[config.mk]
export PLATFORM = sky130hd
export DESIGN_NAME = crc16_frame_receiver
export DESIGN_NICKNAME = d
export VERILOG_FILES = /design/src/hdl/crc16fr_pkg.sv /design/src/hdl/crc16_frame_receiver.sv /design/src/hdl/crc16fr_ram.sv /design/src/hdl/crc16fr_datapath.sv /design/src/hdl/crc16fr_ctrl.sv
export SDC_FILE = /design/constraint.sdc
export NUM_CORES = 1
export LEC_CHECK = 0
export BUFFER_PORTS_ARGS = -buffer_cell sky130_fd_sc_hd__buf_2
export CELL_PAD_IN_SITES_DETAIL_PLACEMENT = 0
export CELL_PAD_IN_SITES_GLOBAL_PLACEMENT = 1
export CORE_MARGIN = 2
export CORE_UTILIZATION = 49
export CTS_CLUSTER_DIAMETER = 100
export CTS_CLUSTER_SIZE = 16
export DETAILED_ROUTE_END_ITERATION = 8
export PLACE_DENSITY_LB_ADDON = 0.1
export SYNTH_ARGS = -nofsm -noshare
export SYNTH_HDL_FRONTEND = slang
export SYNTH_SLANG_ARGS = --single-unit
[constraint.sdc]
create_clock -name clk -period 3.1 [get_ports clk]
set_clock_uncertainty 0.1 [all_clocks]
set_input_delay 0.465 -clock clk [delete_from_list [all_inputs] [get_ports clk]]
set_output_delay 0.465 -clock clk [all_outputs]
set_load 0.02 [all_outputs]
[src/hdl/crc16fr_pkg.sv]
// Shared constants, command/status types and CRC helper for the CRC-16 frame receiver.
`default_nettype none
package crc16fr_pkg;

  localparam int MAX_PAYLOAD = 32;
  localparam int ADDR_W      = $clog2(MAX_PAYLOAD);
  localparam int LEN_W       = 6;

  localparam logic [15:0] CRC_INIT = 16'hFFFF;
  localparam logic [15:0] CRC_POLY = 16'hA001;

  localparam logic [7:0] HEAD_RESET    = 8'h55;
  localparam logic [7:0] VERSION_RESET = 8'h01;

  localparam logic REG_HEAD    = 1'b0;
  localparam logic REG_VERSION = 1'b1;

  typedef struct packed {
    logic crc_init;
    logic crc_feed;
    logic cap_cmd;
    logic cap_seq;
    logic cap_len;
    logic cap_lo;
    logic wr_payload;
    logic clr_fill;
    logic emit_start;
    logic emit_next;
  } ctrl_cmd_t;

  typedef struct packed {
    logic head_hit;
    logic ver_hit;
    logic len_big;
    logic rx_zero;
    logic len_zero;
    logic fill_done;
    logic crc_ok;
    logic emit_last;
    logic has_data;
  } dp_status_t;

  function automatic logic [15:0] crc_step(input logic [15:0] crc, input logic [7:0] b);
    logic [15:0] c;
    c = crc ^ {8'h00, b};
    for (int k = 0; k < 8; k++) begin
      if (c[0]) c = (c >> 1) ^ CRC_POLY;
      else      c = c >> 1;
    end
    return c;
  endfunction

endpackage
`default_nettype wire

[src/hdl/crc16_frame_receiver.sv]
// Top level: CRC-16/Modbus framed packet receiver with APB-style configuration.
// Results: a matching frame's first result shows after the payload RAM read once the
// CRC high byte is taken (an empty frame goes straight to output); each further payload
// result follows once the previous one is taken (payload RAM read, then output).
// Throughput: one byte per cycle while parsing; input stalls during the result run.
// Reset: synchronous, rst_n low; hunt for head, head 0x55, version 0x01, payload RAM kept.
`default_nettype none
module crc16_frame_receiver (
  input  wire logic        clk,
  input  wire logic        rst_n,
  input  wire logic        psel,
  input  wire logic        penable,
  input  wire logic        pwrite,
  input  wire logic [2:0]  paddr,
  input  wire logic [31:0] pwdata,
  output logic      [31:0] prdata,
  output logic             pready,
  input  wire logic        in_valid,
  output logic             in_stall,
  input  wire logic [7:0]  in_rx_byte,
  output logic             out_valid,
  input  wire logic        out_stall,
  output logic [7:0]       out_frame_cmd,
  output logic [7:0]       out_frame_seq,
  output logic [5:0]       out_frame_length,
  output logic [4:0]       out_byte_index,
  output logic [7:0]       out_data_byte,
  output logic             out_has_data,
  output logic             out_last
);
  import crc16fr_pkg::*;

  logic [7:0] head_r, version_r;
  logic       cfg_we;
  logic       accepting, out_busy;
  logic       in_fire, out_fire;
  ctrl_cmd_t  cmd;
  dp_status_t status;

  assign pready = 1'b1;
  assign cfg_we = psel & penable & pwrite & pready;

  always_ff @(posedge clk) begin
    if (!rst_n) begin
      head_r    <= HEAD_RESET;
      version_r <= VERSION_RESET;
    end else if (cfg_we) begin
      unique case (paddr[2])
        REG_HEAD:    head_r    <= pwdata[7:0];
        REG_VERSION: version_r <= pwdata[7:0];
        default:     ;
      endcase
    end
  end

  always_comb begin
    unique case (paddr[2])
      REG_HEAD:    prdata = {24'h0, head_r};
      REG_VERSION: prdata = {24'h0, version_r};
      default:     prdata = '0;
    endcase
  end

  assign in_stall  = ~accepting;
  assign in_fire   = in_valid & accepting;
  assign out_valid = out_busy;
  assign out_fire  = out_busy & ~out_stall;

  crc16fr_ctrl u_ctrl (
    .clk       (clk),
    .rst_n     (rst_n),
    .in_fire   (in_fire),
    .out_fire  (out_fire),
    .status    (status),
    .cmd       (cmd),
    .accepting (accepting),
    .out_busy  (out_busy)
  );

  crc16fr_datapath u_dp (
    .clk          (clk),
    .rst_n        (rst_n),
    .rx_byte      (in_rx_byte),
    .head_byte    (head_r),
    .version_byte (version_r),
    .cmd          (cmd),
    .status       (status),
    .frame_cmd    (out_frame_cmd),
    .frame_seq    (out_frame_seq),
    .frame_length (out_frame_length),
    .byte_index   (out_byte_index),
    .data_byte    (out_data_byte),
    .has_data     (out_has_data),
    .last         (out_last)
  );

endmodule
`default_nettype wire

[src/hdl/crc16fr_ram.sv]
// Generic single-write, single-read RAM with registered read data.
`default_nettype none
module crc16fr_ram #(
  parameter int WIDTH = 8,
  parameter int DEPTH = 32
) (
  input  wire logic                     clk,
  input  wire logic                     we,
  input  wire logic [$clog2(DEPTH)-1:0] waddr,
  input  wire logic [WIDTH-1:0]         wdata,
  input  wire logic                     re,
  input  wire logic [$clog2(DEPTH)-1:0] raddr,
  output logic      [WIDTH-1:0]         rdata
);

  logic [WIDTH-1:0] mem [DEPTH];

  always_ff @(posedge clk) begin
    if (we) mem[waddr] <= wdata;
    if (re) rdata <= mem[raddr];
  end

endmodule
`default_nettype wire

[src/hdl/crc16fr_datapath.sv]
// Datapath: header capture, running CRC, payload store and result fields.
`default_nettype none
module crc16fr_datapath (
  input  wire logic                    clk,
  input  wire logic                    rst_n,
  input  wire logic [7:0]              rx_byte,
  input  wire logic [7:0]              head_byte,
  input  wire logic [7:0]              version_byte,
  input  wire crc16fr_pkg::ctrl_cmd_t  cmd,
  output crc16fr_pkg::dp_status_t      status,
  output logic [7:0]                   frame_cmd,
  output logic [7:0]                   frame_seq,
  output logic [5:0]                   frame_length,
  output logic [4:0]                   byte_index,
  output logic [7:0]                   data_byte,
  output logic                         has_data,
  output logic                         last
);
  import crc16fr_pkg::*;

  logic [7:0]        cmd_r, seq_r, lo_r;
  logic [LEN_W-1:0]  len_r, fill_r;
  logic [15:0]       crc_r, crc_nxt;
  logic [ADDR_W-1:0] idx_r, raddr;
  logic              has_data_r;
  logic [7:0]        rdata;
  logic              re;

  assign crc_nxt = crc_step(cmd.crc_init ? CRC_INIT : crc_r, rx_byte);
  assign raddr   = cmd.emit_start ? '0 : idx_r + ADDR_W'(1);
  assign re      = cmd.emit_start | cmd.emit_next;

  crc16fr_ram #(.WIDTH(8), .DEPTH(MAX_PAYLOAD)) u_ram (
    .clk   (clk),
    .we    (cmd.wr_payload),
    .waddr (fill_r[ADDR_W-1:0]),
    .wdata (rx_byte),
    .re    (re),
    .raddr (raddr),
    .rdata (rdata)
  );

  always_ff @(posedge clk) begin
    if (!rst_n) begin
      cmd_r      <= '0;
      seq_r      <= '0;
      lo_r       <= '0;
      len_r      <= '0;
      fill_r     <= '0;
      crc_r      <= CRC_INIT;
      idx_r      <= '0;
      has_data_r <= 1'b0;
    end else begin
      if (cmd.crc_init || cmd.crc_feed) crc_r <= crc_nxt;
      if (cmd.cap_cmd) cmd_r <= rx_byte;
      if (cmd.cap_seq) seq_r <= rx_byte;
      if (cmd.cap_len) len_r <= rx_byte[LEN_W-1:0];
      if (cmd.cap_lo)  lo_r  <= rx_byte;
      if (cmd.clr_fill) fill_r <= '0;
      else if (cmd.wr_payload) fill_r <= fill_r + LEN_W'(1);
      if (cmd.emit_start) begin
        idx_r      <= '0;
        has_data_r <= (len_r != '0);
      end else if (cmd.emit_next) begin
        idx_r <= idx_r + ADDR_W'(1);
      end
    end
  end

  always_comb begin
    status.head_hit  = (rx_byte == head_byte);
    status.ver_hit   = (rx_byte == version_byte);
    status.len_big   = (rx_byte > 8'(MAX_PAYLOAD));
    status.rx_zero   = (rx_byte == 8'h00);
    status.len_zero  = (len_r == '0);
    status.fill_done = ((fill_r + LEN_W'(1)) >= len_r);
    status.crc_ok    = ({rx_byte, lo_r} == crc_r);
    status.emit_last = ((LEN_W'(idx_r) + LEN_W'(1)) == len_r);
    status.has_data  = has_data_r;
  end

  assign frame_cmd    = cmd_r;
  assign frame_seq    = seq_r;
  assign frame_length = has_data_r ? len_r : '0;
  assign byte_index   = idx_r;
  assign data_byte    = has_data_r ? rdata : 8'h00;
  assign has_data     = has_data_r;
  assign last         = has_data_r ? status.emit_last : 1'b1;

endmodule
`default_nettype wire

[src/hdl/crc16fr_ctrl.sv]
// Controller: frame parse state machine and result run sequencing.
`default_nettype none
module crc16fr_ctrl (
  input  wire logic                    clk,
  input  wire logic                    rst_n,
  input  wire logic                    in_fire,
  input  wire logic                    out_fire,
  input  wire crc16fr_pkg::dp_status_t status,
  output crc16fr_pkg::ctrl_cmd_t       cmd,
  output logic                         accepting,
  output logic                         out_busy
);
  import crc16fr_pkg::*;

  localparam logic [3:0] ST_HEAD    = 4'd0;
  localparam logic [3:0] ST_VERSION = 4'd1;
  localparam logic [3:0] ST_CMD     = 4'd2;
  localparam logic [3:0] ST_SEQ     = 4'd3;
  localparam logic [3:0] ST_LEN     = 4'd4;
  localparam logic [3:0] ST_PAYLOAD = 4'd5;
  localparam logic [3:0] ST_CRCLO   = 4'd6;
  localparam logic [3:0] ST_CRCHI   = 4'd7;
  localparam logic [3:0] ST_EMIT_RD = 4'd8;
  localparam logic [3:0] ST_EMIT    = 4'd9;

  logic [3:0] state_r, state_nxt;

  assign accepting = (state_r != ST_EMIT_RD) && (state_r != ST_EMIT);
  assign out_busy  = (state_r == ST_EMIT);

  always_comb begin
    state_nxt = state_r;
    cmd       = '0;
    unique case (state_r)
      ST_HEAD: begin
        if (in_fire && status.head_hit) state_nxt = ST_VERSION;
      end
      ST_VERSION: begin
        if (in_fire) begin
          if (status.ver_hit) begin
            cmd.crc_init = 1'b1;
            state_nxt    = ST_CMD;
          end else begin
            cmd.clr_fill = 1'b1;
            state_nxt    = ST_HEAD;
          end
        end
      end
      ST_CMD: begin
        if (in_fire) begin
          cmd.cap_cmd  = 1'b1;
          cmd.crc_feed = 1'b1;
          state_nxt    = ST_SEQ;
        end
      end
      ST_SEQ: begin
        if (in_fire) begin
          cmd.cap_seq  = 1'b1;
          cmd.crc_feed = 1'b1;
          state_nxt    = ST_LEN;
        end
      end
      ST_LEN: begin
        if (in_fire) begin
          cmd.clr_fill = 1'b1;
          if (status.len_big) begin
            state_nxt = ST_HEAD;
          end else begin
            cmd.cap_len  = 1'b1;
            cmd.crc_feed = 1'b1;
            state_nxt    = status.rx_zero ? ST_CRCLO : ST_PAYLOAD;
          end
        end
      end
      ST_PAYLOAD: begin
        if (in_fire) begin
          cmd.wr_payload = 1'b1;
          cmd.crc_feed   = 1'b1;
          if (status.fill_done) state_nxt = ST_CRCLO;
        end
      end
      ST_CRCLO: begin
        if (in_fire) begin
          cmd.cap_lo = 1'b1;
          state_nxt  = ST_CRCHI;
        end
      end
      ST_CRCHI: begin
        if (in_fire) begin
          cmd.clr_fill = 1'b1;
          if (status.crc_ok) begin
            cmd.emit_start = 1'b1;
            state_nxt      = status.len_zero ? ST_EMIT : ST_EMIT_RD;
          end else begin
            state_nxt = ST_HEAD;
          end
        end
      end
      ST_EMIT_RD: begin
        state_nxt = ST_EMIT;
      end
      ST_EMIT: begin
        if (out_fire) begin
          if (status.has_data && !status.emit_last) begin
            cmd.emit_next = 1'b1;
            state_nxt     = ST_EMIT_RD;
          end else begin
            state_nxt = ST_HEAD;
          end
        end
      end
      default: begin
        if (in_fire) begin
          cmd.clr_fill = 1'b1;
          state_nxt    = ST_HEAD;
        end
      end
    endcase
  end

  always_ff @(posedge clk) begin
    if (!rst_n) state_r <= ST_HEAD;
    else        state_r <= state_nxt;
  end

endmodule
`default_nettype wire

==> results of run 1 <==
power by group through the flow:
stage          Combinational [mW]  Sequential [mW]  Clock (mW)
2_1_floorplan               0.180             5.03           0
3_3_place_gp                0.315             5.03           0
3_5_place_dp                0.318             5.03           0
4_1_cts                     0.319             4.93        3.06
5_1_grt                     0.343             4.93        3.23
6_report                    0.320             4.93        3.00
final timing paths:
path | start | end | cells after the start
hold reg to reg | version_r[2] | version_r[2] | 2
setup reg to reg | u_dp.crc_r[4] | u_dp.u_ram.rdata[5] | 12
hold / removal | pwdata[2] | head_r[2] | 3
setup / recovery | u_dp.crc_r[4] | u_dp.u_ram.rdata[5] | 12
layer usage:
metal | GRT usage | share of wire | vias to the layer above
li1 | - | - | 4883
met2 | 0.400 | 0.47 | 364
met4 | 0.0565 | 0.018 | 0
met3 | 0.0309 | 0.062 | 35
met1 | 0.366 | 0.45 | 5220
met5 | 0 | 0 | -
placed cells by master, fill, tap and decap left out, drive strengths merged, types with 11 or more instances in the layout:
master	n
nand3	38
dfxtp	78
a21oi	33
o21ai	28
and2	36
o22ai	30
a31oi	24
nand2	138
inv	16
xnor2	42
buf	228
mux2i	47
or3	11
mux4	16
conb	25
nor2	152
nor3	13
a2111oi	13
ha	11
clkbuf	33
edfxtp	264
xor2	41
worst reg2reg max path, delay by kind of cell (launching register included):
kind / cells / cell delay (ns)
AOI/OAI and AO/OA: 4 / 1.06
xor gates and xnor gates: 1 / 0.28
buffers and inverters: 4 / 0.70
DFF: 1 / 0.37
and+or+nand+nor: 3 / 0.30
sequential cells by signal, summed over array words and instances, names as in the netlist:
name,flops
u_dp.u_ram.mem,256
u_dp.frame_seq,8
u_dp.lo_r,8
u_ctrl.state_r,4
u_dp.byte_index,5
u_dp.frame_cmd,8
u_dp.len_r,6
u_dp.u_ram.rdata,8
head_r,8
u_dp.crc_r,16
u_dp.has_data,1
version_r,8
u_dp.fill_r,6
cell type report:
cell class                      count  share of cell area
Clock buffer                       33              0.0367
Clock inverter                      2             0.00112
Multi-Input combinational cell    824               0.306
Timing Repair Buffer              228              0.0944
Tap cell                          396              0.0277
Inverter                           15             0.00315
Sequential cell                   342               0.531
repair_timing:
item | in CTS | in global routing
gates cloned | 0 | 0
endpoints found under the setup margin | 5 | 7
setup buffers | 0 | 1
resized for setup | 7 | 19
pin swaps | 0 | 2
cell families (layout without fill, tap and decap cells):
group,Yosys count,after routing,synth area share
AND/OR/NAND/NOR,439,439,0.133
flip-flops,342,342,0.621
AO/OA/AOI/OAI,193,193,0.0883
buffers and inverters,112,278,0.0378
XOR/XNOR,84,84,0.0496
multiplexers,72,72,0.0610
adder cells (fa/ha/maj),11,11,0.00901
other,2,25,0.000492
==> summary.md, run 1 <==
| Metric | Value |
|---|---|
| # diodes | `0` |
| Fin area | `17900 µm²` |
| Final WL | `approximately 41000 µm` |
| Final Power | `8.25 mW` |
| Hold Slack | `roughly 0.032 ns` |
| Internal | `6.50 mW` |
| Critical-path top delay cell | `dfxtp_1` |
| Post-synth EDFFs | `around 260` |
| Clock Tree Root | `clkbuf_16` |
| Core area | `about 31000 µm²` |
| CTS tree | `done` |
| Dpl cells | `between 1500 and 2000` |
| Worst setup path class | `flip-flop to flip-flop` |
| DRC viols | `0` |
| Hold_buf cts | `0` |
| Via-to-Cell Ratio | `5.71` |
| Worst-skew pair later-pin latency | `0.55 ns` |
| Largest cells by area after synthesis | `edfxtp_1 (52%), dfxtp_1 (10%), nor2_1 (3.7%), nand2_1 (3.4%), mux2i_1 (3.1%)` |
| Ys Warns | `0` |
| Die footprint | `32600 µm²` |
| IO Port Bufs | `70` |
| Leakage | `6.46 nW` |
| Top FF cell, synth | `edfxtp_1` |
| Crit path cell chain | `xor2_1 -> nor3_1 -> buf_4 -> and2_0 -> buf_4 -> a21oi_4 -> buf_4 -> nand2_1 -> a31oi_1 -> o221ai_1 -> a211oi_2 -> buf_4` |
| Worst setup margin | `0.152 ns` |
| Worst slew margin | `0.355` |
| Combinational Power Share | `0.039` |
| Max Root-Sink Buffers | `3` |
| Most frequent cell after synthesis | `edfxtp_1` |
| Fin Setup TNS | `0 ns` |
| Post-Synthesis Cells | `~1300` |
| First-pass GRT wire length | `between 60000 and 70000 µm` |
| Filler cell count in the final layout | `between 2000 and 3000` |
| Share of layout cells above drive strength 1 | `0.227` |
| Gr usage total | `0.249` |
| Yosys reg bits | `342` |
| Post-DRT Antenna Nets | `0` |
| # setup viols final | `0` |
| Clock power share | `0.363` |
| # nets final | `between 1000 and 1500` |
| Fmax | `~0.34 GHz` |
| Most used cell, CP | `buf_4` |
| Top cells by count, synth | `edfxtp_1 (264), nor2_1 (151), nand2_1 (137)` |
| Max VDD drop | `~0.39 mV` |
| Slew at the pin with the worst max-slew slack | `0.963 ns` |
| Global route overflow | `0` |
| Hold crit path type | `input pin to flip-flop` |
| Fin crit period | `around 2.9 ns` |
| Synth Cell Area | `~15000 µm²` |
| Placed inst area | `between 15000 and 20000 µm²` |
| Final core occ | `0.583` |
| Pre-antenna DRT Iters | `5` |
| Largest net degree at the start of global routing | `68` |
| Critical path arrival | `~3.3 ns` |
| PwrDens | `~460 nW/µm²` |
| Sw power | `around 1.7 mW` |
| Finished Layout Cells | `~1800` |
| Storage cell area | `roughly 9500 µm²` |
| Unique masters post-synth | `between 70 and 80` |
| Max Cap Viol | `0` |
| Sequential power share | `0.598` |
| Width of the die | `between 150 and 200 µm` |
| Wirelength per Cell | `around 22 µm` |
| Multi-input gate area in the final layout | `around 5500 µm²` |
| H-tree lvl count | `1` |
| Req. time, crit path | `roughly 3.4 ns` |
| Row cnt | `64` |
| Clock-pin slew on the worst setup and hold paths | `0.08 ns` |
| Yosys top cell by area | `edfxtp_1` |
| Tcrit/Tclk final | `0.951` |
| Hold Fails Final Rpt | `0` |
| Async SR Flop Fraction | `0` |
| Synthesized area per cell | `12.2 µm²` |
| Total CTS buffers | `25` |
| DP HPWL | `28200 µm` |
| RD Place Congestion | `0.895` |
| Critical path capture point type | `flip-flop` |
| Antenna violations before repair | `0` |
| Via count of the first global-routing pass | `around 10000` |
| Startpoint type of the worst setup path | `flip-flop` |
| Worst slack at placement | `-0.348 ns` |
| Sw Ratio | `0.212` |
| Starting density of the core | `0.498` |
| Via count | `between 10000 and 15000` |
| Status | `finished clean` |
| Max incr delay on CP | `around 0.37 ns` |
| I/O Pins | `~120` |
| R2R Setup Slk | `0.15 ns` |
| Crit Path Max Fanout | `9` |
| Pins Over Slew Limit | `0` |
| Sequential area share after synthesis | `0.621` |
| Die Y | `between 150 and 200 µm` |
| First DRT Iteration DRCs | `908` |
| Top cell type's share of synthesized area | `0.519` |
| CTS sink cnt | `342` |
| CP top delay family | `compound AO/OA/AOI/OAI gates` |
| Syn-to-layout area delta | `17.0%` |
| Crit path buffers/inverters | `4` |
No activity file was read; power rests on OpenSTA's default activity.
==> inputs of run 2 (changes only) <==
- CORE_ASPECT_RATIO: not set -> 0.9
- CORE_UTILIZATION: 49 -> 46
==> run 2 against run 1 <==
Hold slack better by 0.021 ns. Critical path depth down 3. Non-clock buffer count down 6. Worst setup slack worse by 0.037 ns. Fmax down 1.3%. Via count down 0.96%. Count of clock-buffer cells in the layout up 11. Combinational power down 2%. Highest routed layer unchanged.
==> summary.md, run 2 (same netlist as run 1, synthesis figures left out) <==
| Metric | Value |
|---|---|
| Via count | `10400 (was 10500)` |
| Hold_buf cts | `0 (unchanged)` |
| CTS tree | `done (unchanged)` |
| Most common cell after layout, fill and taps aside | `edfxtp_1 (unchanged)` |
| Req. time, crit path | `3.28 ns (was 3.42 ns)` |
| Max reg flops | `256 (unchanged)` |
| Max Root-Sink Buffers | `3 (unchanged)` |
| Hold-critical path depth | `3 (unchanged)` |
| Worst r2r path cells | `9 (was 12)` |
| Final core occ | `0.542 (was 0.583)` |
| Clock Tree Root | `clkbuf_16 (unchanged)` |
| I/O Pins | `122 (unchanged)` |
| # nets final | `1491 (was 1497)` |
| Hold crit path type | `input pin to flip-flop (unchanged)` |
| First DRT Iteration DRCs | `653 (was 908)` |
| Fin crit period | `2.99 ns (was 2.95 ns)` |
| Status | `finished clean (unchanged)` |
| Share of layout cells above drive strength 1 | `0.211 (was 0.227)` |
| Clock power share | `0.369 (was 0.363)` |
| Min-Delay Endpoint | `head_r[6] (was head_r[2])` |
| CTS sink cnt | `342 (unchanged)` |
| Worst slack at placement | `-0.0956 ns (was -0.348 ns)` |
| Fin Setup TNS | `0 ns (unchanged)` |
| Antenna violations before repair | `2 (was 0)` |
| Via-to-Cell Ratio | `5.56 (was 5.71)` |
| Slew at the pin with the worst max-slew slack | `0.733 ns (was 0.963 ns)` |
| Core area | `32800 µm² (was 30700 µm²)` |
| Wirelength per Cell | `22.7 µm (was 22.4 µm)` |
| Clock-pin slew on the worst setup and hold paths | `0.08 ns (about the same)` |
| Syn-to-layout area delta | `16.4% (was 17.0%)` |
| R2R Setup Slk | `0.11 ns (was 0.15 ns)` |
| Pre-antenna DRT Iters | `5 (unchanged)` |
| Sequential power share | `0.593 (was 0.598)` |
| Fin area | `17800 µm² (was 17900 µm²)` |
| Gr usage total | `0.247 (was 0.249)` |
| Hold Crit Start | `pwdata[6] (was pwdata[2])` |
| DRC viols | `0 (unchanged)` |
| Startpoint type of the worst setup path | `flip-flop (unchanged)` |
| IO Port Bufs | `70 (unchanged)` |
| Worst setup path class | `flip-flop to flip-flop (unchanged)` |
| Fmax | `0.335 GHz (was 0.339 GHz)` |
| Max VDD drop | `0.390 mV (was 0.393 mV)` |
| Critical path capture point type | `flip-flop (unchanged)` |
| Hold Slack | `0.0526 ns (was 0.0317 ns)` |
| Filler cell count in the final layout | `2867 (was 2590)` |
| Total CTS buffers | `25 (unchanged)` |
| Internal | `6.54 mW (was 6.50 mW)` |
| Worst-skew pair later-pin latency | `0.55 ns (about the same)` |
| Largest regs | `u_dp.u_ram.mem: 256 flops, u_dp.crc_r: 16 flops (unchanged)` |
| Final WL | `42400 µm (was 41200 µm)` |
| PwrDens | `467 nW/µm² (was 461 nW/µm²)` |
| Hold Fails Final Rpt | `0 (unchanged)` |
| Die footprint | `34700 µm² (was 32600 µm²)` |
| Commonest cells after routing, fill and taps aside | `edfxtp_1 (264), nor2_1 (151), buf_4 (141), nand2_1 (137), dfxtp_1 (75) (was edfxtp_1 (264), nor2_1 (150), buf_4 (146), nand2_1 (137), dfxtp_1 (74))` |
| Max Cap Viol | `0 (unchanged)` |
| Post-DRT Antenna Nets | `0 (unchanged)` |
| RD Place Congestion | `0.892 (was 0.895)` |
| Sw Ratio | `0.213 (was 0.212)` |
| Placed inst area | `17000 µm² (was 17100 µm²)` |
| R2r startpoint | `u_dp.crc_r[8] (was u_dp.crc_r[4])` |
| Worst slew margin | `0.509 (was 0.355)` |
| # setup viols final | `0 (unchanged)` |
| Reg with most FFs | `u_dp.u_ram.mem (unchanged)` |
| Critical path arrival | `3.16 ns (was 3.27 ns)` |
| Starting density of the core | `0.466 (was 0.498)` |
| Die Y | `177 µm (was 181 µm)` |
| Combinational Power Share | `0.038 (was 0.039)` |
| Global route overflow | `0 (unchanged)` |
| H-tree lvl count | `1 (unchanged)` |
| Leakage | `6.42 nW (was 6.46 nW)` |
| DP HPWL | `29000 µm (was 28200 µm)` |
| Tcrit/Tclk final | `0.963 (was 0.951)` |
| Largest net degree at the start of global routing | `44 (was 68)` |
| Reg-to-Reg End | `u_dp.u_ram.rdata[6] (was u_dp.u_ram.rdata[5])` |
| Width of the die | `196 µm (was 181 µm)` |
| Sw power | `1.77 mW (was 1.75 mW)` |
| # diodes | `0 (unchanged)` |
| RSZ-0062 raised after global routing | `no` |
| Row cnt | `63 (was 64)` |
| Worst setup margin | `0.115 ns (was 0.152 ns)` |
| First-pass GRT wire length | `63400 µm (was 62100 µm)` |
| Crit Path Max Fanout | `6 (was 9)` |
| Via count of the first global-routing pass | `9991 (was 10100)` |
| Pins Over Slew Limit | `0 (unchanged)` |
[run 2: cell types whose count changed in the layout (fill, tap and decap cells not counted), moves of 2 or more]
| cell | delta |
|---|---|
| a211oi_1 | +2 |
| a211oi_2 | -2 |
| buf_4 | -5 |
| clkbuf_1 | +11 |
| nor4_1 | +2 |
| nor4_2 | -2 |
| o31ai_1 | +3 |
| o31ai_2 | -3 |
| xor2_1 | +6 |
| xor2_2 | -6 |
[run 2: power by group through the flow]
stage	sequential [mW]	combinational (mW)	clock [mW]
final	4.93	0.313	3.06
after global routing	4.93	0.337	3.28
after CTS	4.93	0.316	3.13
after detailed placement	5.03	0.315	0
after global placement	5.03	0.312	0
after floorplan	5.03	0.180	0
[run 2: worst max-delay path, stage by stage, from the launching register on]
cell and delay (ns):
dfxtp_1 0.38, xor2_1 0.33, nor4_1 0.12, buf_4 0.15, and4_1 0.27, a21oi_2 0.42, nand2_1 0.27, o311a_1 0.36
nor3_1 0.22, a211oi_1 0.08
[run 2: timing repair]
item	4_1_cts	5_1_grt
gates resized for setup	2	5
setup endpoints to repair	1	9
setup buffers	1	0
pin swaps	2	1
[run 2: worst max-delay path by stage]
stage | startpoint | endpoint | slack (ns) | depth (start not counted)
global route | u_dp.crc_r[8] | u_dp.u_ram.rdata[3] | 0.01 | 12
CTS | u_dp.byte_index[1] | out_last | 0.03 | 6
floorplan | u_dp.byte_index[0] | u_dp.u_ram.rdata[0] | 0.09 | 7
finish | u_dp.crc_r[8] | u_dp.u_ram.rdata[6] | 0.11 | 9
global placement | in_rx_byte[1] | u_dp.u_ram.rdata[1] | -0.16 | 13
detailed placement | in_rx_byte[1] | u_dp.u_ram.rdata[2] | -0.1 | 13
[run 2: stage by stage]
stage	instances	power, mW
floorplan	1278	5.21
global placement	1824	5.35
detailed placement	1824	5.35
CTS	1870	8.37
global route	1870	8.54
finish	1870	8.31
[run 2: final cells by class]
class,instances,area (µm²),area share
timing repair buffer,222,1630,0.0916
clock inverter,1,11.3,0.000633
multi-input combinational,824,5360,0.301
sequential,342,9500,0.534
inverter,15,56.3,0.00317
clock buffer,44,697,0.0392
tap,422,528,0.0297
[run 2: per-layer routing]
layer,up-vias,routed length (µm),GRT usage
met2,275,20200,0.406
met1,5173,19200,0.356
met5,-,0,0
met4,0,1030,0.0616
li1,4900,-,-
met3,53,2000,0.0261
==> inputs of run 3 (changes only) <==
- ABC_AREA: not set -> 1
==> run 3 against run 2 <==
Flip-flop and latch count did not move. Sequential power rose by 3%. Count of clock-buffer cells in the layout fell by 1. Critical endpoint is now out_last. Largest cell class unchanged. Largest power group unchanged.
==> summary.md, run 3 <==
| Metric | Value |
|---|---|
| Largest net degree at the start of global routing | `61 (was 44)` |
| Hold Slack | `0.0430 ns (was 0.0526 ns)` |
| Hold crit path type | `input pin to flip-flop (unchanged)` |
| Reg-to-Reg End | `u_dp.u_ram.rdata[5] (was u_dp.u_ram.rdata[6])` |
| Post-Synthesis Cells | `1458 (was 1255)` |
| Row cnt | `63 (unchanged)` |
| Post-DRT Antenna Nets | `0 (unchanged)` |
| Die footprint | `35200 µm² (was 34700 µm²)` |
| First-pass GRT wire length | `62900 µm (was 63400 µm)` |
| Clock Tree Root | `clkbuf_16 (unchanged)` |
| Syn-to-layout area delta | `14.5% (was 16.4%)` |
| Most common cell after layout, fill and taps aside | `edfxtp_1 (unchanged)` |
| Most used cell, CP | `nand3_1` |
| Max Root-Sink Buffers | `3 (unchanged)` |
| Ys Warns | `0 (unchanged)` |
| Via count of the first global-routing pass | `10600 (was 9991)` |
| Max reg flops | `256 (unchanged)` |
| DP HPWL | `28000 µm (was 29000 µm)` |
| Via-to-Cell Ratio | `5.43 (was 5.56)` |
| Slew at the pin with the worst max-slew slack | `0.673 ns (was 0.733 ns)` |
| Critical-path top delay cell | `dfxtp_1 (was a21oi_2)` |
| Die Y | `178 µm (was 177 µm)` |
| Min-Delay Endpoint | `head_r[0] (was head_r[6])` |
| Tcrit/Tclk final | `0.940 (was 0.963)` |
| Post-synth EDFFs | `264 (unchanged)` |
| CTS tree | `done (unchanged)` |
| Worst r2r path cells | `16 (was 9)` |
| Hold-critical path depth | `3 (unchanged)` |
| Antenna violations before repair | `1 (was 2)` |
| PwrDens | `517 nW/µm² (was 467 nW/µm²)` |
| Worst slew margin | `0.546 (was 0.509)` |
| First DRT Iteration DRCs | `841 (was 653)` |
| Async SR Flop Fraction | `0 (unchanged)` |
| I/O Pins | `122 (unchanged)` |
| Startpoint type of the worst setup path | `flip-flop (unchanged)` |
| DRC viols | `0 (unchanged)` |
| Reg with most FFs | `u_dp.u_ram.mem (unchanged)` |
| Pre-antenna DRT Iters | `5 (unchanged)` |
| Worst setup path class | `flip-flop to output pin (was flip-flop to flip-flop)` |
| Worst slack at placement | `0.0400 ns (was -0.0956 ns)` |
| Most frequent cell after synthesis | `edfxtp_1 (unchanged)` |
| R2r startpoint | `u_ctrl.state_r[3] (was u_dp.crc_r[8])` |
| Max Cap Viol | `0 (unchanged)` |
| Yosys reg bits | `342 (unchanged)` |
| Fin Setup TNS | `0 ns (unchanged)` |
| Synthesized area per cell | `10.6 µm² (was 12.2 µm²)` |
| Largest cells by area after synthesis | `edfxtp_1 (51%), dfxtp_1 (10%), o211ai_1 (6.4%), or2_2 (4.9%), nand2_1 (4.8%) (was edfxtp_1 (52%), dfxtp_1 (10%), nor2_1 (3.7%), nand2_1 (3.4%), mux2i_1 (3.1%))` |
| Final core occ | `0.536 (was 0.542)` |
| RSZ-0062 raised after global routing | `no (unchanged)` |
| Pins Over Slew Limit | `0 (unchanged)` |
| Final WL | `41300 µm (was 42400 µm)` |
| Starting density of the core | `0.468 (was 0.466)` |
| Total CTS buffers | `25 (unchanged)` |
| Fmax | `0.343 GHz (was 0.335 GHz)` |
| Max incr delay on CP | `0.44 ns (was 0.42 ns)` |
| Largest regs | `u_dp.u_ram.mem: 256 flops, u_dp.crc_r: 16 flops (unchanged)` |
| Commonest cells after routing, fill and taps aside | `edfxtp_1 (264), nand2_1 (198), nand3_1 (145), o211ai_1 (132), or2_2 (121) (was edfxtp_1 (264), nor2_1 (151), buf_4 (141), nand2_1 (137), dfxtp_1 (75))` |
| Crit Path Max Fanout | `5 (was 6)` |
| Worst-skew pair later-pin latency | `0.55 ns (about the same)` |
| Clock-pin slew on the worst setup and hold paths | `0.08 ns (about the same)` |
| Status | `finished clean (unchanged)` |
| Unique masters post-synth | `46 (was 71)` |
| Leakage | `6.92 nW (was 6.42 nW)` |
| Core area | `33100 µm² (was 32800 µm²)` |
| Fin area | `17800 µm² (about the same)` |
| Synth Cell Area | `15500 µm² (was 15300 µm²)` |
| R2R Setup Slk | `0.21 ns (was 0.11 ns)` |
| Req. time, crit path | `2.53 ns (was 3.28 ns)` |
| Max VDD drop | `0.385 mV (was 0.390 mV)` |
| Top cell type's share of synthesized area | `0.511 (was 0.519)` |
| Crit path cell chain | `ha_1 -> nand3_1 -> xor2_1 -> a2111oi_0 -> nand3_1 -> nand2_1 -> buf_2 (was xor2_1 -> nor4_1 -> buf_4 -> and4_1 -> a21oi_2 -> nand2_1 -> o311a_1 -> nor3_1 -> a211oi_1)` |
| Critical path arrival | `2.35 ns (was 3.16 ns)` |
| Wirelength per Cell | `20.2 µm (was 22.7 µm)` |
| Fin crit period | `2.91 ns (was 2.99 ns)` |
| # nets final | `1667 (was 1491)` |
| Hold Crit Start | `pwdata[0] (was pwdata[6])` |
| Width of the die | `198 µm (was 196 µm)` |
| Gr usage total | `0.237 (was 0.247)` |
| Placed inst area | `17000 µm² (about the same)` |
| IO Port Bufs | `70 (unchanged)` |
| Filler cell count in the final layout | `2974 (was 2867)` |
| CTS sink cnt | `342 (unchanged)` |
| Top FF cell, synth | `edfxtp_1 (unchanged)` |
| Top cells by count, synth | `edfxtp_1 (264), nand2_1 (200), nand3_1 (146) (was edfxtp_1 (264), nor2_1 (151), nand2_1 (137))` |
| Yosys top cell by area | `edfxtp_1 (unchanged)` |
| Sequential area share after synthesis | `0.612 (was 0.621)` |
| Via count | `11100 (was 10400)` |
| Critical path capture point type | `output pin (was flip-flop)` |
| Hold Fails Final Rpt | `0 (unchanged)` |
| Worst setup margin | `0.186 ns (was 0.115 ns)` |
| RD Place Congestion | `0.849 (was 0.892)` |
| # diodes | `0 (unchanged)` |
| H-tree lvl count | `1 (unchanged)` |
| Global route overflow | `0 (unchanged)` |
| # setup viols final | `0 (unchanged)` |
| Share of layout cells above drive strength 1 | `0.232 (was 0.211)` |
-- run 3: worst max-delay path: cells and delay by family, from the launching register on --
| family | cells | cell delay [ns] |
|---|---|---|
| buf+inv | 1 | 0.16 |
| xor+xnor | 1 | 0.20 |
| compound gates | 1 | 0.40 |
| fa+ha+maj | 1 | 0.22 |
| flops | 1 | 0.44 |
| simple gates | 3 | 0.38 |
-- run 3: worst max path at each step --
stage	start	endpoint	slack (ns)	cells past startpoint
floorplan	in_rx_byte[6]	u_dp.u_ram.rdata[0]	0.62	18
global placement	in_rx_byte[3]	u_dp.u_ram.rdata[5]	0.03	16
detailed placement	in_rx_byte[2]	u_dp.u_ram.rdata[5]	0.04	18
CTS	u_dp.byte_index[0]	out_last	0.14	7
global route	u_dp.crc_r[10]	u_dp.u_ram.rdata[5]	0.007	16
finish	u_dp.byte_index[0]	out_last	0.19	7
-- run 3: what timing repair did --
item                                    in CTS  in global routing
endpoints found under the setup margin       0                  5
resized for setup                            0                  4
hold buffers                                 0                  0
buffers inserted                             0                  0
-- run 3: kinds of logic (layout without fill, tap and decap cells) --
logic type / Yosys count / in the layout / synth area share
buf+inv: 203 / 346 / 0.0611
fa+ha+maj: 11 / 11 / 0.00887
flops: 342 / 342 / 0.612
other cells: 2 / 25 / 0.000484
simple gates: 593 / 593 / 0.185
compound gates: 276 / 276 / 0.114
xor+xnor: 31 / 31 / 0.0185
-- run 3: per-layer routing --
layer / part of all wire / up-vias / global-route usage
li1: - / 5406 / -
met1: 0.49 / 5372 / 0.357
met2: 0.44 / 272 / 0.365
met3: 0.048 / 51 / 0.0297
met4: 0.024 / 2 / 0.0570
met5: 0.00031 / - / 0
-- run 3: area by class of cell --
type                    instances  area, µm²  share of cell area
clock buffers                  43        693              0.0390
clock inverters                 2       20.0             0.00113
inverters                     102        384              0.0216
multi-input cells             936       5170               0.291
flip-flops and latches        342       9490               0.534
well taps                     422        528              0.0297
repair buffers                199       1470              0.0829
-- run 3: power by group --
part | switching, mW | total (mW) | internal (mW)
combinational | 0.676 | 1.03 | 0.351
clock | 1.56 | 3.09 | 1.53
sequential | 0.0590 | 5.06 | 5.01
total | 2.30 | 9.18 | 6.88
-- run 3: through the flow --
stage	power [mW]	cells
3_5_place_dp	6.18	2001
4_1_cts	9.23	2046
5_1_grt	9.51	2046
2_1_floorplan	5.79	1481
3_3_place_gp	6.17	2001
6_report	9.18	2046
